## src/rtl/core/tcw_pkg.sv

```systemverilog
// Shared types, codes and constants of the text console cell writer.
package tcw_pkg;

  localparam int COLUMNS_DEF  = 80;
  localparam int ROWS_DEF     = 25;
  localparam int TAB_STOP_DEF = 4;

  localparam int CELL_W = 16;

  // Character codes with special handling
  localparam logic [7:0] CH_BS    = 8'd8;
  localparam logic [7:0] CH_TAB   = 8'd9;
  localparam logic [7:0] CH_NL    = 8'd10;
  localparam logic [7:0] CH_CR    = 8'd13;
  localparam logic [7:0] CH_SPACE = 8'h20;
  localparam logic [3:0] WHITE_FG = 4'hF;

  typedef enum logic [2:0] {
    OP_PUT     = 3'd0,
    OP_SET     = 3'd1,
    OP_CLEAR   = 3'd2,
    OP_RECOLOR = 3'd3,
    OP_READ    = 3'd4
  } opcode_t;

  typedef enum logic [2:0] {
    ST_INIT,
    ST_IDLE,
    ST_EXEC,
    ST_COPY,
    ST_FILL,
    ST_READ,
    ST_DONE
  } state_t;

  typedef struct packed {
    logic [2:0] opcode;
    logic [7:0] char_code;
    logic [3:0] fg_color;
    logic [7:0] col;
    logic [7:0] row;
  } item_t;

  typedef struct packed {
    logic [6:0]  cur_col;
    logic [4:0]  cur_row;
    logic [10:0] cur_offset;
    logic [7:0]  cell_char;
    logic [7:0]  cell_attr;
  } result_t;

  // Cursor command from the sequencer
  typedef struct packed {
    logic       put;
    logic       set;
    logic       home;
    logic [7:0] ch;
    logic [7:0] col;
    logic [7:0] row;
  } cur_cmd_t;

  // What a put-character step asks of the store
  typedef struct packed {
    logic wr;
    logic space;
    logic scroll;
  } put_ev_t;

  // Column remainder modulo the tab stop, for every 8-bit column
  function automatic logic [255:0][2:0] tab_rem_table(input int tab);
    logic [255:0][2:0] t;
    int r;
    r = 0;
    for (int i = 0; i < 256; i++) begin
      t[i] = 3'(r);
      r = (r + 1 == tab) ? 0 : r + 1;
    end
    return t;
  endfunction

endpackage

```

## src/rtl/core/tcw_cursor.sv

```systemverilog
// Cursor registers and the put-character / set-cursor update logic.
module tcw_cursor import tcw_pkg::*; #(
  parameter int COLUMNS  = COLUMNS_DEF,
  parameter int ROWS     = ROWS_DEF,
  parameter int TAB_STOP = TAB_STOP_DEF
) (
  input  logic                                clk,
  input  logic                                rst,
  input  cur_cmd_t                            cmd,
  output logic [$clog2(COLUMNS)-1:0]          col,
  output logic [$clog2(ROWS)-1:0]             row,
  output logic [$clog2(COLUMNS*ROWS)-1:0]     idx,
  output logic [$clog2(COLUMNS*ROWS)-1:0]     wr_addr,
  output put_ev_t                             ev,
  output logic [$clog2(COLUMNS*ROWS)-1:0]     pos_idx,
  output logic                                pos_ok
);

  localparam int COL_W    = $clog2(COLUMNS);
  localparam int ROW_W    = $clog2(ROWS);
  localparam int IDX_W    = $clog2(COLUMNS * ROWS);
  localparam int LAST_ROW = (ROWS - 1) * COLUMNS;
  localparam logic [255:0][2:0] TAB_REM = tab_rem_table(TAB_STOP);

  logic [COL_W-1:0] col_next;
  logic [ROW_W-1:0] row_next;
  logic [IDX_W-1:0] idx_next;
  logic             nl;
  logic [3:0]       tab_step;
  logic [8:0]       tab_col;

  assign pos_ok  = (9'(cmd.col) < 9'(COLUMNS)) && (9'(cmd.row) < 9'(ROWS));
  assign pos_idx = IDX_W'(IDX_W'(cmd.row[ROW_W-1:0]) * IDX_W'(COLUMNS)) + IDX_W'(cmd.col);

  assign tab_step = 4'(TAB_STOP) - 4'(TAB_REM[8'(col)]);
  assign tab_col  = 9'(col) + 9'(tab_step);

  always_comb begin
    col_next = col;
    row_next = row;
    idx_next = idx;
    wr_addr  = idx;
    ev       = '0;
    nl       = 1'b0;
    if (cmd.home) begin
      col_next = '0;
      row_next = '0;
      idx_next = '0;
    end else if (cmd.set) begin
      if (pos_ok) begin
        col_next = COL_W'(cmd.col);
        row_next = ROW_W'(cmd.row);
        idx_next = pos_idx;
      end
    end else if (cmd.put) begin
      case (cmd.ch)
        CH_NL: begin
          nl = 1'b1;
        end
        CH_CR: begin
          col_next = '0;
          idx_next = idx - IDX_W'(col);
        end
        CH_BS: begin
          ev.wr    = 1'b1;
          ev.space = 1'b1;
          // stepping back across a row edge is still one cell back in linear order
          if (col != '0) begin
            col_next = col - 1'b1;
            idx_next = idx - 1'b1;
            wr_addr  = idx - 1'b1;
          end else if (row != '0) begin
            row_next = row - 1'b1;
            col_next = COL_W'(COLUMNS - 1);
            idx_next = idx - 1'b1;
            wr_addr  = idx - 1'b1;
          end
        end
        CH_TAB: begin
          if (tab_col >= 9'(COLUMNS)) begin
            nl = 1'b1;
          end else begin
            col_next = COL_W'(tab_col);
            idx_next = idx + IDX_W'(tab_step);
          end
        end
        default: begin
          ev.wr = 1'b1;
          if (col == COL_W'(COLUMNS - 1)) begin
            nl = 1'b1;
          end else begin
            col_next = col + 1'b1;
            idx_next = idx + 1'b1;
          end
        end
      endcase
      if (nl) begin
        col_next = '0;
        if (row == ROW_W'(ROWS - 1)) begin
          ev.scroll = 1'b1;
          idx_next  = IDX_W'(LAST_ROW);
        end else begin
          row_next = row + 1'b1;
          idx_next = idx - IDX_W'(col) + IDX_W'(COLUMNS);
        end
      end
    end
  end

  always_ff @(posedge clk) begin
    if (rst) begin
      col <= '0;
      row <= '0;
      idx <= '0;
    end else begin
      col <= col_next;
      row <= row_next;
      idx <= idx_next;
    end
  end

endmodule

```

## config.mk

```make
export PLATFORM = sky130hd
export DESIGN_NAME = tcw_cursor
export DESIGN_NICKNAME = d
export VERILOG_FILES = /design/src/rtl/core/tcw_pkg.sv /design/src/rtl/core/tcw_cursor.sv
export SDC_FILE = /design/constraint.sdc
export NUM_CORES = 1
export LEC_CHECK = 0
export ABC_AREA = 0
export BUFFER_PORTS_ARGS = -buffer_cell sky130_fd_sc_hd__clkbuf_2
export CELL_PAD_IN_SITES_DETAIL_PLACEMENT = 0
export CELL_PAD_IN_SITES_GLOBAL_PLACEMENT = 1
export CORE_MARGIN = 2
export CORE_UTILIZATION = 41
export CTS_CLUSTER_DIAMETER = 50
export CTS_CLUSTER_SIZE = 8
export DETAILED_ROUTE_END_ITERATION = 10
export GPL_TIMING_DRIVEN = 0
export PLACE_DENSITY = 0.81
export SYNTH_ARGS = -nofsm -noshare
export SYNTH_HDL_FRONTEND = slang
export SYNTH_SLANG_ARGS = --single-unit
```

## constraint.sdc

```tcl
create_clock -name clk -period 4.7 [get_ports clk]
set_clock_uncertainty 0.05 [all_clocks]
set_input_delay 0.47 -clock clk [delete_from_list [all_inputs] [get_ports clk]]
set_output_delay 0.47 -clock clk [all_outputs]
set_load 0.01 [all_outputs]
```

==> flow_summary.toml <==
[status]
status = "complete, no violations"

[floorplan]
ioPinCount = 78
initial_core_util = 0.420
std_cell_rows = 35
core_um2 = 9200
die_h_um = 101
die_w_um = 101
dieArea_um2 = 10200

[yosys]
synth_nets = 591
synth.area.top_cells = "dfxtp_1 13%, ha_1 10%, xnor2_1 5.7%"
ys_seq_area_frac = 0.129
ys_warn_count = 0
synth_edf_count = 0
syn_inst = 526
synthArstFlopShare = 0
synth_top_area_frac = 0.129
yosysMostFrequentCell = "nand2_1"
syn_area_um2 = 3870
yosys-top-cells-count = "44 x nand2_1, 43 x nor2_1, 33 x a21oi_1, 31 x ha_1, 30 x o21ai_0"
ys_ff_latch = 25
synth_cell_types = 78
syn_avg_cell_area_um2 = 7.35
synth_top_area_cell = "dfxtp_1"
ys.flop_type = "dfxtp_1"

[cts]
cts_max_level = 1
worstSkewPairLatency_ns = 0.29
cts_root_buf = "clkbuf_8"
clock_path_buffers = 2
cts_sinks = 25
tritoncts = "done"
clk_pin_slew_worst_paths_ns = 0.11
numCtsBuffers = 3
hold_buffers = 0
post_cts_buffers = 0
ctsResizeCount = 0

[routing]
drtAntennaViolNets = 0
wire_per_inst_um = 19.3
drc_errors = 0
totalWireLength_mm = 13.8
drt_iter0_drc = 454
wl_met3_um = 992
dr.max_layer_used = "met4"
met2_length_mm = 6.36
route.vias.total = 4450
drt_first_pass_iters = 5
drt-met1-wl_mm = 6.22
via_per_inst = 6.22

[sta]
relSlewSlack = 0.192
setup_viol = 0
timing.final.crit_share = 0.909
rsz0062_at_grt = "false"
worst_pin_slew_ns = 1.20
holdWs_ns = 0.517
period_needed_ns = 4.27
tns_ns = 0
drv_slew = 0
fmax_ghz = 0.234
finalHoldViolCount = 0

[final_layout]
drive_gt1_frac = 0.189
area_growth_pct = 14.4
fin_nets = 670
n_fill_cell = 970
final_cells = 715
final_util = 0.481
design_area_um2 = 4420
antennaDiodeCount = 0

[global_routing]
grt-ovfl-total = 0
grt_usage = 0.274
grt_max_degree = 16
grt_antenna_before_repair = 0
grt_pass1_vias = 4189
grt_pass1_wl_mm = 22.1

[power_and_ir_drop]
pwr-share-comb = 0.491
p_sw_frac = 0.435
clkPwrFrac = 0.206
vdd.ir_drop.worst_mv = 0.0911
pwr-share-seq = 0.303
power.density_nw_per_um2 = 167
power_leakage_nw = 1.87
internal_power_uw = 418
p_sw_uw = 321

[critical_path]
startpoint = "cmd[20]"
crit_path_end_kind = "flip-flop"
r2r_start = "tab_step[0]"
worstPathRequired_ns = 4.85
start_kind = "input port"
worstPathMaxFanout = 6
worstPathArrival_ns = 4.42
path_class = "in2reg"

[place]
io_buffers = 74
placed_cell_area_um2 = 4380
dp_cells = 711
place_hpwl_mm = 10.7
gp_congestion = 0.902

[worst_hold_path]
worstHoldStart = "row[3]"
hold_path_class = "reg2reg"

[run]
drv_cap = 0
cells by family after synthesis:
logic type / after synthesis / synth area share
AO/OA/AOI/OAI: 169 / 0.317
XOR/XNOR: 42 / 0.0951
flip-flops: 25 / 0.129
multiplexers: 6 / 0.0159
adder cells (fa/ha/maj): 36 / 0.126
buffers and inverters: 62 / 0.0657
AND/OR/NAND/NOR: 186 / 0.250
power groups by stage:
stage | clock (mW) | sequential [mW] | combinational, mW
detailed placement | 0 | 0.229 | 0.355
CTS | 0.152 | 0.224 | 0.358
global placement | 0 | 0.229 | 0.351
global route | 0.158 | 0.225 | 0.400
floorplan | 0 | 0.230 | 0.248
finish | 0.152 | 0.224 | 0.363
routing by layer:
layer / vias to the layer above / GRT usage
met5: - / 0
met1: 2095 / 0.391
met4: 0 / 0.0696
li1: 2111 / -
met3: 24 / 0.0298
met2: 220 / 0.440
cells in the final DEF (no fill, tap or decap), drive strengths merged, types with 3 or more instances in the layout:
master / instances
a2111oi: 3
a211o: 3
a211oi: 14
a21o: 12
a21oi: 33
a221oi: 3
a22oi: 8
a31oi: 7
and2: 6
and3: 9
buf: 10
clkbuf: 101
dfxtp: 25
fa: 5
ha: 31
inv: 28
mux2i: 5
nand2: 45
nand2b: 5
nand3: 21
nand4: 7
nor2: 44
nor2b: 7
nor3: 17
nor4: 7
o211ai: 4
o21a: 5
o21ai: 33
o221a: 3
o221ai: 9
o22ai: 8
o311ai: 3
or2: 5
or3: 4
xnor2: 25
xor2: 17
sequential cells by signal, summed over array words and instances, names as in the netlist, named ones only:
name      flops
idx          11
row           5
tab_step      1
col           7
final cells by class:
type / count / area [µm²] / share of cell area
sequential: 25 / 500 / 0.113
timing repair buffer: 74 / 370 / 0.0837
clock buffer: 3 / 41.3 / 0.00933
inverter: 28 / 105 / 0.0238
multi-input combinational: 439 / 3110 / 0.703
buffer: 34 / 149 / 0.0337
tap: 111 / 139 / 0.0314
clock inverter: 1 / 7.51 / 0.00170
through the flow:
step | worst slack [ns] | power [mW]
floorplan | 1.15 | 0.477
global placement | 0.293 | 0.580
detailed placement | 0.221 | 0.584
CTS | 0.513 | 0.734
global route | 0.285 | 0.783
finish | 0.429 | 0.739
critical path: stages:
cell and delay, ns:
clkbuf_2 0.08, or4b_1 0.50, buf_2 0.18, nor4_1 0.97, nand2_1 0.31, fa_1 0.51
nor2b_1 0.21, o21a_1 0.24, nand3_1 0.11, xnor2_1 0.15, nand2_1 0.08, nand4_1 0.13
a21boi_0 0.17, o221a_2 0.27
path summary, 6_finish.rpt:
path             to  slack, ns  depth (start not counted)
max          idx[8]       0.43                         14
min          row[3]       0.52                          2
max reg2reg  idx[5]       0.76                         12
min reg2reg  row[3]       0.52                          2
No activity file was read; power rests on OpenSTA's default activity.
